### src/hw/rtl/tsalm_pkg.sv
`timescale 1ns / 1ps

package tsalm_pkg;

  // Widest lane index over the supported range of lane counts (up to 16 lanes).
  localparam int IdxW = 4;

  // Field widths of the command and result words.
  localparam int LaneFieldW = 3;
  localparam int TimeW      = 32;
  localparam int TagW       = 16;
  localparam int RemapW     = 34;
  localparam int CountW     = 4;
  localparam int StreamW    = 4;

  // Opcodes of an incoming word.
  localparam logic OP_PACKET = 1'b0;
  localparam logic OP_END    = 1'b1;

  // Result status codes.
  localparam logic STATUS_EMIT   = 1'b0;
  localparam logic STATUS_REJECT = 1'b1;

  // Configuration register indexes.
  localparam int CfgIdxW = 2;
  localparam logic [CfgIdxW-1:0] REG_LANE_COUNT = 2'd0;
  localparam logic [CfgIdxW-1:0] REG_MAIN_LANE  = 2'd1;
  localparam logic [CfgIdxW-1:0] REG_STREAM_MAP = 2'd2;

  // Configuration reset values.
  localparam logic [CountW-1:0]     LANE_COUNT_RST = 4'd8;
  localparam logic [LaneFieldW-1:0] MAIN_LANE_RST  = 3'd0;
  localparam logic [31:0]           STREAM_MAP_RST = 32'h7654_3210;

  // Command passed from the front end to the scan engine.
  typedef struct packed {
    logic                  rej;
    logic [LaneFieldW-1:0] lane;
  } cmd_t;

  // One lane's state as seen by the scan engine.
  typedef struct packed {
    logic             has_first;
    logic             pend_valid;
    logic             ended;
    logic [TimeW-1:0] pend_time;
    logic [TagW-1:0]  pend_tag;
    logic [TimeW-1:0] first_time;
    logic [TimeW-1:0] origin_time;
    logic             origin_ready;
  } lane_rd_t;

  // Completion and pending-clear request from the scan engine.
  typedef struct packed {
    logic            done;
    logic            clr_valid;
    logic [IdxW-1:0] clr_lane;
  } back_fb_t;

endpackage

### src/hw/rtl/tsalm_front.sv
`timescale 1ns / 1ps

module tsalm_front #(
  parameter int LANES = 8,
  localparam int LW = (LANES > 1) ? $clog2(LANES) : 1
) (
  input  logic                                clk_i,
  input  logic                                rst_ni,
  input  logic                                start_i,
  output logic                                busy_o,
  input  logic                                opcode_i,
  input  logic [tsalm_pkg::LaneFieldW-1:0]    lane_i,
  input  logic [tsalm_pkg::TimeW-1:0]         timestamp_i,
  input  logic [tsalm_pkg::TagW-1:0]          packet_tag_i,
  input  logic [tsalm_pkg::CountW-1:0]        lane_cnt_i,
  input  logic [LW-1:0]                       main_idx_i,
  output logic                                push_o,
  output tsalm_pkg::cmd_t                     push_cmd_o,
  input  logic [LW-1:0]                       rd_idx_i,
  output tsalm_pkg::lane_rd_t                 rd_o,
  input  tsalm_pkg::back_fb_t                 fb_i
);
  import tsalm_pkg::*;

  logic [LANES-1:0] pend_valid_q, pend_valid_d;
  logic [LANES-1:0] ended_q, ended_d;
  logic [LANES-1:0] has_first_q, has_first_d;
  logic [TimeW-1:0] pend_time_q  [LANES];
  logic [TagW-1:0]  pend_tag_q   [LANES];
  logic [TimeW-1:0] first_time_q [LANES];
  logic [TimeW-1:0] origin_time_q, origin_time_d;
  logic             origin_ready_q, origin_ready_d;
  logic             busy_q, busy_d;

  logic          accept;
  logic          in_range;
  logic [LW-1:0] idx;
  logic          reject;
  logic          take_pkt;
  logic          take_first;
  logic [LW-1:0] clr_idx;

  assign accept   = start_i & ~busy_q;
  assign in_range = ({1'b0, lane_i} < lane_cnt_i);
  assign idx      = LW'(lane_i);
  assign clr_idx  = LW'(fb_i.clr_lane);

  always_comb begin
    if (!in_range) begin
      reject = 1'b1;
    end else if (opcode_i == OP_PACKET) begin
      reject = pend_valid_q[idx] | ended_q[idx];
    end else begin
      reject = 1'b0;
    end
  end

  assign take_pkt   = accept & ~reject & (opcode_i == OP_PACKET);
  assign take_first = take_pkt & ~has_first_q[idx];

  always_comb begin
    pend_valid_d   = pend_valid_q;
    ended_d        = ended_q;
    has_first_d    = has_first_q;
    origin_time_d  = origin_time_q;
    origin_ready_d = origin_ready_q;
    busy_d         = busy_q;
    if (fb_i.clr_valid) begin
      pend_valid_d[clr_idx] = 1'b0;
    end
    if (fb_i.done) begin
      busy_d = 1'b0;
    end
    if (accept) begin
      busy_d = 1'b1;
    end
    if (take_pkt) begin
      pend_valid_d[idx] = 1'b1;
    end
    if (take_first) begin
      has_first_d[idx] = 1'b1;
      if (idx == main_idx_i) begin
        origin_time_d  = timestamp_i;
        origin_ready_d = 1'b1;
      end
    end
    if (accept && !reject && (opcode_i == OP_END)) begin
      ended_d[idx] = 1'b1;
    end
  end

  always_ff @(posedge clk_i or negedge rst_ni) begin
    if (!rst_ni) begin
      pend_valid_q   <= '0;
      ended_q        <= '0;
      has_first_q    <= '0;
      origin_time_q  <= '0;
      origin_ready_q <= 1'b0;
      busy_q         <= 1'b0;
    end else begin
      pend_valid_q   <= pend_valid_d;
      ended_q        <= ended_d;
      has_first_q    <= has_first_d;
      origin_time_q  <= origin_time_d;
      origin_ready_q <= origin_ready_d;
      busy_q         <= busy_d;
    end
  end

  always_ff @(posedge clk_i) begin
    if (take_pkt) begin
      pend_time_q[idx] <= timestamp_i;
      pend_tag_q[idx]  <= packet_tag_i;
    end
    if (take_first) begin
      first_time_q[idx] <= timestamp_i;
    end
  end

  assign busy_o          = busy_q;
  assign push_o          = accept;
  assign push_cmd_o.rej  = reject;
  assign push_cmd_o.lane = lane_i;

  assign rd_o.has_first    = has_first_q[rd_idx_i];
  assign rd_o.pend_valid   = pend_valid_q[rd_idx_i];
  assign rd_o.ended        = ended_q[rd_idx_i];
  assign rd_o.pend_time    = pend_time_q[rd_idx_i];
  assign rd_o.pend_tag     = pend_tag_q[rd_idx_i];
  assign rd_o.first_time   = first_time_q[rd_idx_i];
  assign rd_o.origin_time  = origin_time_q;
  assign rd_o.origin_ready = origin_ready_q;

endmodule

### src/hw/rtl/tsalm_cmd_fifo.sv
`timescale 1ns / 1ps

module tsalm_cmd_fifo (
  input  logic            clk_i,
  input  logic            rst_ni,
  input  logic            push_i,
  input  tsalm_pkg::cmd_t push_cmd_i,
  input  logic            pop_i,
  output tsalm_pkg::cmd_t pop_cmd_o,
  output logic            empty_o
);
  import tsalm_pkg::*;

  cmd_t       mem_q [2];
  logic       wr_ptr_q, wr_ptr_d;
  logic       rd_ptr_q, rd_ptr_d;
  logic [1:0] cnt_q, cnt_d;
  logic       do_push;
  logic       do_pop;

  assign empty_o = (cnt_q == 2'd0);
  assign do_push = push_i & (cnt_q != 2'd2);
  assign do_pop  = pop_i & ~empty_o;

  always_comb begin
    wr_ptr_d = wr_ptr_q;
    rd_ptr_d = rd_ptr_q;
    cnt_d    = cnt_q;
    if (do_push) begin
      wr_ptr_d = ~wr_ptr_q;
    end
    if (do_pop) begin
      rd_ptr_d = ~rd_ptr_q;
    end
    if (do_push && !do_pop) begin
      cnt_d = cnt_q + 2'd1;
    end else if (do_pop && !do_push) begin
      cnt_d = cnt_q - 2'd1;
    end
  end

  always_ff @(posedge clk_i or negedge rst_ni) begin
    if (!rst_ni) begin
      wr_ptr_q <= 1'b0;
      rd_ptr_q <= 1'b0;
      cnt_q    <= 2'd0;
    end else begin
      wr_ptr_q <= wr_ptr_d;
      rd_ptr_q <= rd_ptr_d;
      cnt_q    <= cnt_d;
    end
  end

  always_ff @(posedge clk_i) begin
    if (do_push) begin
      mem_q[wr_ptr_q] <= push_cmd_i;
    end
  end

  assign pop_cmd_o = mem_q[rd_ptr_q];

endmodule

### src/hw/rtl/tsalm_back.sv
`timescale 1ns / 1ps

module tsalm_back #(
  parameter int LANES = 8,
  localparam int LW = (LANES > 1) ? $clog2(LANES) : 1
) (
  input  logic                                    clk_i,
  input  logic                                    rst_ni,
  input  logic [tsalm_pkg::CountW-1:0]            lane_cnt_i,
  input  logic [LW-1:0]                           main_idx_i,
  input  logic [31:0]                             stream_map_i,
  input  logic                                    empty_i,
  input  tsalm_pkg::cmd_t                         cmd_i,
  output logic                                    pop_o,
  output logic [LW-1:0]                           rd_idx_o,
  input  tsalm_pkg::lane_rd_t                     rd_i,
  output tsalm_pkg::back_fb_t                     fb_o,
  output logic                                    strobe_o,
  output logic                                    status_o,
  output logic [tsalm_pkg::LaneFieldW-1:0]        out_lane_o,
  output logic [tsalm_pkg::StreamW-1:0]           stream_id_o,
  output logic [tsalm_pkg::TagW-1:0]              out_tag_o,
  output logic signed [tsalm_pkg::RemapW-1:0]     remapped_time_o,
  output logic [tsalm_pkg::TimeW-1:0]             remapped_time_low_o
);
  import tsalm_pkg::*;

  localparam logic [1:0] S_IDLE  = 2'd0;
  localparam logic [1:0] S_SCAN  = 2'd1;
  localparam logic [1:0] S_DRAIN = 2'd2;
  localparam logic [1:0] S_DONE  = 2'd3;

  logic [1:0]  state_q, state_d;
  logic [LW-1:0] idx_q, idx_d;
  logic        blk_q, blk_d;

  // Remap stage: one lane's remapped time per cycle.
  logic               cand_q, cand_d;
  logic signed [RemapW-1:0] t_q, t_d;
  logic [LW-1:0]      cidx_q;
  logic [TagW-1:0]    ctag_q;

  // Running minimum.
  logic               found_q, found_d;
  logic signed [RemapW-1:0] best_q, best_d;
  logic [LW-1:0]      sel_q, sel_d;
  logic [TagW-1:0]    btag_q, btag_d;

  // Result word.
  logic               strobe_q, strobe_d;
  logic               status_q, status_d;
  logic [LaneFieldW-1:0] lane_q, lane_d;
  logic [StreamW-1:0] sidx_q, sidx_d;
  logic [TagW-1:0]    tag_q, tag_d;
  logic signed [RemapW-1:0] rt_q, rt_d;

  logic               last;
  logic signed [RemapW-1:0] offset;
  logic [LaneFieldW-1:0] sel3;
  logic               emit;

  assign rd_idx_o = idx_q;
  assign last     = ((5'(idx_q) + 5'd1) == 5'(lane_cnt_i));
  assign pop_o    = (state_q == S_IDLE) & ~empty_i;
  assign sel3     = LaneFieldW'(sel_q);
  assign emit     = (state_q == S_DONE) & found_q & ~blk_q;

  always_comb begin
    if (idx_q != main_idx_i) begin
      offset = $signed({2'b00, rd_i.origin_time}) - $signed({2'b00, rd_i.first_time});
    end else begin
      offset = '0;
    end
    t_d = $signed({2'b00, rd_i.pend_time}) + offset;
  end

  always_comb begin
    state_d  = state_q;
    idx_d    = idx_q;
    blk_d    = blk_q;
    cand_d   = 1'b0;
    found_d  = found_q;
    best_d   = best_q;
    sel_d    = sel_q;
    btag_d   = btag_q;
    strobe_d = 1'b0;
    status_d = status_q;
    lane_d   = lane_q;
    sidx_d   = sidx_q;
    tag_d    = tag_q;
    rt_d     = rt_q;

    fb_o.done      = 1'b0;
    fb_o.clr_valid = 1'b0;
    fb_o.clr_lane  = IdxW'(sel_q);

    // Compare stage runs behind the remap stage.
    if (cand_q && (!found_q || (t_q < best_q))) begin
      found_d = 1'b1;
      best_d  = t_q;
      sel_d   = cidx_q;
      btag_d  = ctag_q;
    end

    case (state_q)
      S_IDLE: begin
        if (pop_o) begin
          if (cmd_i.rej) begin
            strobe_d  = 1'b1;
            status_d  = STATUS_REJECT;
            lane_d    = cmd_i.lane;
            sidx_d    = '0;
            tag_d     = '0;
            rt_d      = '0;
            fb_o.done = 1'b1;
          end else begin
            state_d = S_SCAN;
            idx_d   = '0;
            blk_d   = ~rd_i.origin_ready;
            found_d = 1'b0;
          end
        end
      end
      S_SCAN: begin
        blk_d  = blk_q | ~rd_i.has_first | (~rd_i.pend_valid & ~rd_i.ended);
        cand_d = rd_i.pend_valid;
        if (last) begin
          state_d = S_DRAIN;
        end else begin
          idx_d = idx_q + LW'(1);
        end
      end
      S_DRAIN: begin
        state_d = S_DONE;
      end
      S_DONE: begin
        fb_o.done      = 1'b1;
        fb_o.clr_valid = emit;
        if (emit) begin
          strobe_d = 1'b1;
          status_d = STATUS_EMIT;
          lane_d   = sel3;
          sidx_d   = stream_map_i[{sel3, 2'b00} +: StreamW];
          tag_d    = btag_q;
          rt_d     = best_q;
        end
        state_d = S_IDLE;
      end
      default: begin
        state_d = S_IDLE;
      end
    endcase
  end

  always_ff @(posedge clk_i or negedge rst_ni) begin
    if (!rst_ni) begin
      state_q  <= S_IDLE;
      idx_q    <= '0;
      blk_q    <= 1'b0;
      cand_q   <= 1'b0;
      found_q  <= 1'b0;
      strobe_q <= 1'b0;
    end else begin
      state_q  <= state_d;
      idx_q    <= idx_d;
      blk_q    <= blk_d;
      cand_q   <= cand_d;
      found_q  <= found_d;
      strobe_q <= strobe_d;
    end
  end

  always_ff @(posedge clk_i) begin
    t_q      <= t_d;
    cidx_q   <= idx_q;
    ctag_q   <= rd_i.pend_tag;
    best_q   <= best_d;
    sel_q    <= sel_d;
    btag_q   <= btag_d;
    status_q <= status_d;
    lane_q   <= lane_d;
    sidx_q   <= sidx_d;
    tag_q    <= tag_d;
    rt_q     <= rt_d;
  end

  assign strobe_o            = strobe_q;
  assign status_o            = status_q;
  assign out_lane_o          = lane_q;
  assign stream_id_o         = sidx_q;
  assign out_tag_o           = tag_q;
  assign remapped_time_o     = rt_q;
  assign remapped_time_low_o = rt_q[TimeW-1:0];

endmodule

### src/hw/rtl/timestamp_aligned_lane_merge.sv
`timescale 1ns / 1ps

// Timestamp-aligned lane merge.
// A command word is taken at a rising edge where start_i is high and busy_o is
// low. It either delivers a packet (timestamp and tag) to a lane or marks a
// lane as ended. Each accepted word produces at most one result word, shown on
// the result ports for exactly one cycle with strobe_o high: either a reject
// (status 1) or the lane head with the smallest remapped timestamp (status 0).
// The receiver cannot stall; every strobed result must be taken as it passes.
// A word passes through the command queue to the scan engine, which walks the
// lane heads in use one per cycle and adds one remap stage and one compare
// stage; a reject is answered as it leaves the queue, without a scan.
// busy_o stays high until the word is finished, so a new word is taken only
// once the last one is done, whether it was a packet, an end or a reject.
// Configuration registers are written through cfg_we_i, cfg_idx_i and
// cfg_wdata_i, and should only be written while busy_o is low.
// Reset clears every lane flag and the time origin, returns the configuration
// to its reset values, and the block is ready to accept a word in the first
// cycle after reset.
module timestamp_aligned_lane_merge #(
  parameter int LANES = 8
) (
  input  logic                                clk_i,
  input  logic                                rst_ni,
  input  logic                                start_i,
  output logic                                busy_o,
  input  logic                                opcode_i,
  input  logic [tsalm_pkg::LaneFieldW-1:0]    lane_i,
  input  logic [tsalm_pkg::TimeW-1:0]         timestamp_i,
  input  logic [tsalm_pkg::TagW-1:0]          packet_tag_i,
  input  logic                                cfg_we_i,
  input  logic [tsalm_pkg::CfgIdxW-1:0]       cfg_idx_i,
  input  logic [31:0]                         cfg_wdata_i,
  output logic                                strobe_o,
  output logic                                status_o,
  output logic [tsalm_pkg::LaneFieldW-1:0]    out_lane_o,
  output logic [tsalm_pkg::StreamW-1:0]       stream_id_o,
  output logic [tsalm_pkg::TagW-1:0]          out_tag_o,
  output logic signed [tsalm_pkg::RemapW-1:0] remapped_time_o,
  output logic [tsalm_pkg::TimeW-1:0]         remapped_time_low_o
);
  import tsalm_pkg::*;

  localparam int LW = (LANES > 1) ? $clog2(LANES) : 1;

  // Configuration registers.
  logic [CountW-1:0]     lane_count_q;
  logic [LaneFieldW-1:0] main_lane_q;
  logic [31:0]           stream_map_q;

  always_ff @(posedge clk_i or negedge rst_ni) begin
    if (!rst_ni) begin
      lane_count_q <= LANE_COUNT_RST;
      main_lane_q  <= MAIN_LANE_RST;
      stream_map_q <= STREAM_MAP_RST;
    end else if (cfg_we_i) begin
      case (cfg_idx_i)
        REG_LANE_COUNT: lane_count_q <= cfg_wdata_i[CountW-1:0];
        REG_MAIN_LANE:  main_lane_q  <= cfg_wdata_i[LaneFieldW-1:0];
        REG_STREAM_MAP: stream_map_q <= cfg_wdata_i;
        default: begin
        end
      endcase
    end
  end

  // Effective lane count: zero acts as one, and the count is capped at the
  // number of lanes built. The main lane falls back to lane 0 when it is not
  // in use.
  logic [CountW-1:0] lc_nz;
  logic [CountW-1:0] lane_cnt;
  logic [LW-1:0]     main_idx;

  assign lc_nz    = (lane_count_q == '0) ? CountW'(1) : lane_count_q;
  assign lane_cnt = ({1'b0, lc_nz} > 5'(LANES)) ? CountW'(LANES) : lc_nz;
  assign main_idx = ({1'b0, main_lane_q} < lane_cnt) ? LW'(main_lane_q) : '0;

  // Front end to queue, queue to scan engine, scan engine back to lane state.
  logic     push;
  cmd_t     push_cmd;
  logic     pop;
  cmd_t     pop_cmd;
  logic     empty;
  logic [LW-1:0] rd_idx;
  lane_rd_t rd;
  back_fb_t fb;

  tsalm_front #(
    .LANES(LANES)
  ) u_front (
    .clk_i        (clk_i),
    .rst_ni       (rst_ni),
    .start_i      (start_i),
    .busy_o       (busy_o),
    .opcode_i     (opcode_i),
    .lane_i       (lane_i),
    .timestamp_i  (timestamp_i),
    .packet_tag_i (packet_tag_i),
    .lane_cnt_i   (lane_cnt),
    .main_idx_i   (main_idx),
    .push_o       (push),
    .push_cmd_o   (push_cmd),
    .rd_idx_i     (rd_idx),
    .rd_o         (rd),
    .fb_i         (fb)
  );

  tsalm_cmd_fifo u_fifo (
    .clk_i      (clk_i),
    .rst_ni     (rst_ni),
    .push_i     (push),
    .push_cmd_i (push_cmd),
    .pop_i      (pop),
    .pop_cmd_o  (pop_cmd),
    .empty_o    (empty)
  );

  tsalm_back #(
    .LANES(LANES)
  ) u_back (
    .clk_i               (clk_i),
    .rst_ni              (rst_ni),
    .lane_cnt_i          (lane_cnt),
    .main_idx_i          (main_idx),
    .stream_map_i        (stream_map_q),
    .empty_i             (empty),
    .cmd_i               (pop_cmd),
    .pop_o               (pop),
    .rd_idx_o            (rd_idx),
    .rd_i                (rd),
    .fb_o                (fb),
    .strobe_o            (strobe_o),
    .status_o            (status_o),
    .out_lane_o          (out_lane_o),
    .stream_id_o         (stream_id_o),
    .out_tag_o           (out_tag_o),
    .remapped_time_o     (remapped_time_o),
    .remapped_time_low_o (remapped_time_low_o)
  );

endmodule

### config.mk
export PLATFORM = sky130hd
export DESIGN_NAME = timestamp_aligned_lane_merge
export DESIGN_NICKNAME = d
export VERILOG_FILES = /design/src/hw/rtl/tsalm_pkg.sv /design/src/hw/rtl/tsalm_front.sv /design/src/hw/rtl/tsalm_cmd_fifo.sv /design/src/hw/rtl/tsalm_back.sv /design/src/hw/rtl/timestamp_aligned_lane_merge.sv
export SDC_FILE = /design/constraint.sdc
export NUM_CORES = 1
export LEC_CHECK = 0
export ABC_CLOCK_PERIOD_IN_PS = 6600
export BUFFER_PORTS_ARGS = -buffer_cell sky130_fd_sc_hd__buf_2
export CORE_MARGIN = 4
export CORE_UTILIZATION = 61
export CTS_CLUSTER_SIZE = 16
export DETAILED_ROUTE_END_ITERATION = 10
export GPL_ROUTABILITY_DRIVEN = 0
export PLACE_DENSITY = 0.76
export SETUP_SLACK_MARGIN = 0.02
export SYNTH_ARGS = -nofsm -noshare
export SYNTH_HDL_FRONTEND = slang
export SYNTH_HIERARCHICAL = 1
export SYNTH_SLANG_ARGS = --single-unit
### constraint.sdc
create_clock -name clk_i -period 6.6 [get_ports clk_i]
set_input_delay 0.66 -clock clk_i [delete_from_list [all_inputs] [get_ports clk_i]]
set_output_delay 0.66 -clock clk_i [all_outputs]
set_load 0.01 [all_outputs]
==> impl_metrics.json, run 1 <==
{
  "status": "finished, final reports clean",
  "slew-limit-headroom_pct": 22.2,
  "drtIter0Drc": 1877,
  "clkTransAtPathRegs_ns": 0.06,
  "timing.final.crit_share_pct": 92.3,
  "cts_buffer_depth": 3,
  "met3WireLength_um": 6100,
  "rows": 92,
  "place_area_um2": 40600,
  "core_area_um2": 63100,
  "area_growth_pct": 12.5,
  "rsz0062_at_grt": "no",
  "vias": 20700,
  "tns_ns": 0,
  "wl_met2_um": 40900,
  "grt_overflow": 0,
  "drt-total-wl_um": 82800,
  "drt_first_pass_iters": 6,
  "arrival_ns": 6.60,
  "drive_gt1_share_pct": 28.7,
  "worst-path-max-fanout": 15,
  "synth_area_um2": 38900,
  "portBuffers": 181,
  "top_layer_used": "met5",
  "setup_viol": 0,
  "cts.root.buffer_cell": "clkbuf_16",
  "first_global_vias": 21200,
  "fin_skew_ns": 0.0245,
  "die-height_um": 260,
  "cp_data_required_time_ns": 7.11,
  "finalMaxSlewViolations": 0,
  "synthCells": 2238,
  "crit_top_cell": "a21oi_1",
  "tightest_slew_ns": 1.17,
  "syn_area_per_cell_um2": 17.4,
  "power.leakage_nw": 15.9,
  "crit_path_end_kind": "register",
  "postRouteAntennaNets": 0,
  "ys_warn_count": 6,
  "io_pins": 182,
  "worst-setup-path-type": "reg2reg",
  "dpl.hpwl_um": 50900,
  "slowest_stage": "dfrtp_4",
  "wl_met1_um": 33700,
  "design_area_um2": 43700,
  "finalCriticalPeriod_ns": 6.09,
  "drc_errors": 0,
  "avgViaCountPerCell": 6.15,
  "grt_max_degree": 61,
  "power_density_nw_per_um2": 484,
  "die_width_um": 260,
  "clock-sinks": 922,
  "cts_tree": "yes",
  "path_cells": "buf_12 -> mux4_2 -> mux2_2 -> inv_1 -> ha_1 -> o21a_1 -> o31a_1 -> o41a_1 -> a311o_1 -> o21ai_2 -> o221ai_2 -> a31oi_1 -> xor2_1 -> nor2_1 -> ha_1 -> nand3_1 -> nor2_1 -> nand2_1 -> nor4b_1 -> a21oi_1 -> a21oi_1 -> a211o_1 -> a21oi_1 -> xor2_1",
  "antenna_found_initial": 6,
  "max-vdd-ir-drop_mv": 0.385,
  "die_area_um2": 67800,
  "start_kind": "register",
  "syn-num-nets": 2437,
  "initial_core_util_pct": 61.6,
  "clock_latency_ns": 0.65,
  "hold_class": "in2async",
  "grt_first_pass_wirelength_um": 127000,
  "grt.total_usage_pct": 24.8,
  "final_hold_viol_count": 0,
  "fmax_ghz": 0.164,
  "wl_per_cell_um": 24.6,
  "reg2reg_slack_ns": 0.51,
  "maxCapViolations": 0,
  "slowest_delay_ns": 0.63,
  "h-tree-depth": 3,
  "cts_inserted_buffers": 92,
  "layout.nets": 2636
}
## report_power, final
part	internal [mW]	leakage [nW]	switching (mW)
Clock	3.05	1.50	2.14
Combinational	3.56	5.69	4.66
Sequential	7.25	8.67	0.483
## flip-flops by register name, indices dropped and copies added (netlist names), 8 cells and up
signal	count
u_front/first_time_q	256
u_front/pend_time_q	256
u_front/pend_tag_q	128
u_back/best_q	34
u_back/remapped_time_o	34
u_back/t_q	34
stream_map_q	32
u_front/origin_time_q	32
u_back/btag_q	16
u_back/ctag_q	16
u_back/out_tag_o	16
u_fifo/mem_q	8
u_front/ended_q	8
u_front/has_first_q	8
u_front/pend_valid_q	8
## path summary, 6_finish.rpt
path	startpoint	to	cells past startpoint
setup / recovery	u_back/rd_idx_o[0]$_DFFE_PN0P_	u_back/t_q[32]$_DFF_P_	24
hold / removal	rst_ni	lane_count_q[1]$_DFFE_PN0P_	1
setup reg to reg	u_back/rd_idx_o[0]$_DFFE_PN0P_	u_back/t_q[32]$_DFF_P_	24
hold reg to reg	u_back/ctag_q[15]$_DFF_P_	u_back/btag_q[15]$_DFFE_PP_	0
max in group asynchronous	rst_ni	u_back/rd_idx_o[0]$_DFFE_PN0P_	2
min in group clk_i	cfg_wdata_i[24]	stream_map_q[24]$_DFFE_PN0P_	2
## per-layer routing
layer | GRT usage, % | vias up
li1 | - | 9092
met2 | 40.7 | 774
met3 | 4.26 | 123
met1 | 34.9 | 10700
met4 | 7.32 | 6
met5 | 0 | -
## metrics by stage
| step | power (mW) | util, % | hold slack [ns] | worst slack, ns | std cells |
|---|---|---|---|---|---|
| floorplan | 13.7 | - | 0.364 | 0.676 | 2238 |
| finish | 21.1 | 69.3 | 0.0901 | 0.506 | 3363 |
| CTS | 21.2 | 69.3 | 0.0749 | 0.444 | 3361 |
| global route | 22.4 | 69.3 | 0.117 | 0.0913 | 3363 |
| global placement | 15.7 | 64.4 | 0.386 | 0.685 | 3188 |
| detailed placement | 15.9 | 64.4 | 0.389 | 0.503 | 3188 |
## critical path: cells and delay by family, from the launching register on
kind,cells,cell delay [ns]
XOR/XNOR,2,0.32
AND/OR/NAND/NOR,5,0.76
adder cells (fa/ha/maj),2,0.65
multiplexers,2,0.79
buffers and inverters,2,0.29
flip-flops,1,0.63
AO/OA/AOI/OAI,11,2.50
## what timing repair did
item	4_1_cts	5_1_grt
setup buffers	0	1
hold buffers	0	0
endpoints found under the hold margin	0	0
resized for setup	0	0
endpoints found under the setup margin	0	2
## cells in the final DEF (no fill, tap or decap), types with 8 or more instances in the layout
master     instances
nor3_1            14
dfstp_2           13
nand2b_1          18
nor2_4            14
a21oi_1           64
clkbuf_1          27
a211oi_1           9
buf_2            180
mux2_1            35
nand2_1           56
o21a_1            19
nand4_1           14
nor2_1           118
ha_1             107
nor2b_1           11
bufinv_16          8
inv_1            103
clkbuf_16         94
edfxtp_1         759
mux2_2            99
buf_4             33
nand3_1           15
mux2_4            29
o31ai_1            9
o21ai_0           53
mux4_2           176
o21bai_1          15
a21o_1            38
xor2_1            35
xnor2_1           26
dfrtp_1           94
dfxtp_1           53
and2_1            20
clkinv_2          15
## final cells by class
| type | count | area, µm² |
|---|---|---|
| sequential | 922 | 26600 |
| multi-input combinational | 1102 | 11400 |
| inverter | 103 | 387 |
| timing repair buffer | 216 | 1210 |
| tap | 846 | 1060 |
| clock inverter | 44 | 504 |
| clock buffer | 129 | 2560 |
| antenna | 1 | 2.50 |
| fill | 3998 | 19400 |
Note: power is estimated with default switching activity, not from simulation.
==> inputs of run 2 (changes only) <==
--- a/config.mk
+++ b/config.mk
@@ -8,11 +8,12 @@
 export ABC_CLOCK_PERIOD_IN_PS = 6600
 export BUFFER_PORTS_ARGS = -buffer_cell sky130_fd_sc_hd__buf_2
 export CORE_MARGIN = 4
-export CORE_UTILIZATION = 61
+export CORE_UTILIZATION = 64
+export CTS_BUF_LIST = sky130_fd_sc_hd__clkbuf_8
 export CTS_CLUSTER_SIZE = 16
 export DETAILED_ROUTE_END_ITERATION = 10
 export GPL_ROUTABILITY_DRIVEN = 0
-export PLACE_DENSITY = 0.76
+export PLACE_DENSITY = 0.8
 export SETUP_SLACK_MARGIN = 0.02
 export SYNTH_ARGS = -nofsm -noshare
 export SYNTH_HDL_FRONTEND = slang
==> run 2 against run 1 <==
  * Utilization up 2.8 points
  * Worst hold slack worse by 0.0092 ns
  * Flip-flop and latch count unchanged
  * Critical path type unchanged
  * Largest cell class unchanged
  * Largest power group unchanged
==> impl_metrics.json, run 2 (same netlist as run 1, synthesis figures left out) <==
{
  "final_common_cell": "edfxtp_1",
  "slew-limit-headroom_pct": 27.2,
  "crit_top_cell": "a21oi_1",
  "finalMaxSlewViolations": 0,
  "worst-path-max-fanout": 16,
  "arrival_ns": 6.87,
  "area_growth_pct": 11.7,
  "portBuffers": 181,
  "power.internal_mw": 13.2,
  "power.leakage_nw": 16.0,
  "dpl.hpwl_um": 51500,
  "comb_power_share_pct": 40.5,
  "fin_skew_ns": 0.0351,
  "clock-sinks": 922,
  "core_area_um2": 60200,
  "setup_viol": 0,
  "postRouteAntennaNets": 0,
  "cts_inserted_buffers": 143,
  "power_density_nw_per_um2": 476,
  "total_power_mw": 20.7,
  "max-vdd-ir-drop_mv": 0.373,
  "avgViaCountPerCell": 6.17,
  "seqPwrFrac_pct": 37.4,
  "wl_met1_um": 33500,
  "p_sw_share_pct": 36.2,
  "final_hold_viol_count": 0,
  "finalCriticalPeriod_ns": 6.22,
  "tightest_slew_ns": 1.09,
  "crit_path_end_kind": "register",
  "start_kind": "register",
  "drive_gt1_share_pct": 29.8,
  "antenna_found_initial": 5,
  "die_width_um": 254,
  "clock_latency_ns": 0.80,
  "first_global_vias": 21500,
  "drt-total-wl_um": 82900,
  "rsz0062_at_grt": "no",
  "initial_core_util_pct": 64.5,
  "fillers": 3500,
  "grt_overflow": 0,
  "slowest_stage": "dfrtp_4",
  "wl_per_cell_um": 24.4,
  "path_cells": "mux4_2 -> mux2_2 -> inv_1 -> ha_1 -> nor2b_1 -> o31a_1 -> o41a_1 -> a311o_1 -> o21ai_2 -> o221ai_2 -> a31oi_1 -> xor2_1 -> nor2_1 -> ha_1 -> nand3_1 -> nor2_1 -> nand2_1 -> nor4b_1 -> a21oi_1 -> a21oi_1 -> a211o_1 -> a21oi_1 -> xor2_1",
  "cts_tree": "yes",
  "mostFrequentLayoutCells": "edfxtp_1, buf_2, mux4_2",
  "drt_first_pass_iters": 9,
  "clkTransAtPathRegs_ns": 0.06,
  "timing.final.crit_share_pct": 94.2,
  "drc_errors": 0,
  "vias": 20900,
  "cts.root.buffer_cell": "clkbuf_8",
  "maxCapViolations": 0,
  "wl_met2_um": 40800,
  "fmax_ghz": 0.161,
  "reg_top3": "u_front/first_time_q x256, u_front/pend_time_q x256, u_front/pend_tag_q x128",
  "hold_class": "in2reg",
  "top_layer_used": "met5",
  "drtIter0Drc": 1863,
  "cts_buffer_depth": 3,
  "p_switching_mw": 7.49,
  "grt_first_pass_wirelength_um": 127000,
  "tns_ns": 0,
  "die_area_um2": 64700,
  "status": "finished, final reports clean",
  "io_pins": 182,
  "slowest_delay_ns": 0.67,
  "met3WireLength_um": 6630,
  "grt.total_usage_pct": 26.1,
  "grt_max_degree": 85,
  "layout.nets": 2690,
  "h-tree-depth": 4,
  "clkPwrFrac_pct": 22.1,
  "cp_data_required_time_ns": 7.25,
  "die-height_um": 254,
  "rows": 90,
  "worst-setup-path-type": "reg2reg"
}
==> run 2: routing by layer <==
metal	global-route usage [%]	vias up
li1	-	9206
met1	36.1	10700
met2	42.5	904
met3	5.97	148
met4	8.24	6
met5	0	-
==> run 2: per-stage QoR <==
step | instance area [µm²] | util (%) | hold WS [ns] | setup slack, ns | instances
floorplan | 38900 | - | 0.364 | 0.676 | 2238
global placement | 40600 | 67.4 | 0.387 | 0.438 | 3126
detailed placement | 40600 | 67.4 | 0.390 | 0.347 | 3126
CTS | 43400 | 72.0 | 0.00976 | 0.290 | 3392
global route | 43400 | 72.1 | 0.0390 | 0.0312 | 3395
finish | 43400 | 72.1 | 0.0809 | 0.381 | 3395
==> run 2: layout make-up <==
cell class	instances	area, µm²	area share [%]
clock inverters	109	656	1.51
inverters	103	387	0.890
multi-input cells	1102	11400	26.2
clock buffers	156	2150	4.94
diodes	2	5.00	0.0115
flip-flops and latches	922	26600	61.3
well taps	782	978	2.25
repair buffers	219	1240	2.87
==> run 2: power groups by stage <==
stage | Sequential [mW] | Combinational [mW] | Clock, mW
after floorplan | 7.73 | 5.98 | 0
after global routing | 7.80 | 9.09 | 4.96
after global placement | 7.82 | 7.91 | 0
final | 7.73 | 8.38 | 4.57
after detailed placement | 7.86 | 8.12 | 0
after CTS | 7.75 | 8.18 | 4.67
==> run 2: final timing paths <==
check                                               startpoint                             end  slack (ns)  cells after the start
worst min-delay path                           cfg_wdata_i[24]    stream_map_q[24]$_DFFE_PN0P_        0.08                      2
max in group asynchronous                               rst_ni  u_back/rd_idx_o[0]$_DFFE_PN0P_        4.69                      3
worst max-delay path            u_back/rd_idx_o[0]$_DFFE_PN0P_          u_back/t_q[32]$_DFF_P_        0.38                     23
min in group asynchronous                               rst_ni    stream_map_q[16]$_DFFE_PN0P_        0.45                      2
worst min register to register        u_back/ctag_q[7]$_DFF_P_      u_back/btag_q[7]$_DFFE_PP_        0.41                      0
worst max register to register  u_back/rd_idx_o[0]$_DFFE_PN0P_          u_back/t_q[32]$_DFF_P_        0.38                     23
==> run 2: worst max-delay path, delay by kind of cell (launching register included) <==
kind	cells	cell delay [ns]
compound gates	10	2.63
simple gates	6	0.91
mux	2	0.86
flops	1	0.67
fa+ha+maj	2	0.63
xor+xnor	2	0.31
buf+inv	1	0.07
==> run 2: repair_timing <==
action,CTS,global route
buffers inserted,0,1
gates resized for setup,0,2
hold endpoints to repair,36,0
endpoints found under the setup margin,0,4
hold buffers,1,0
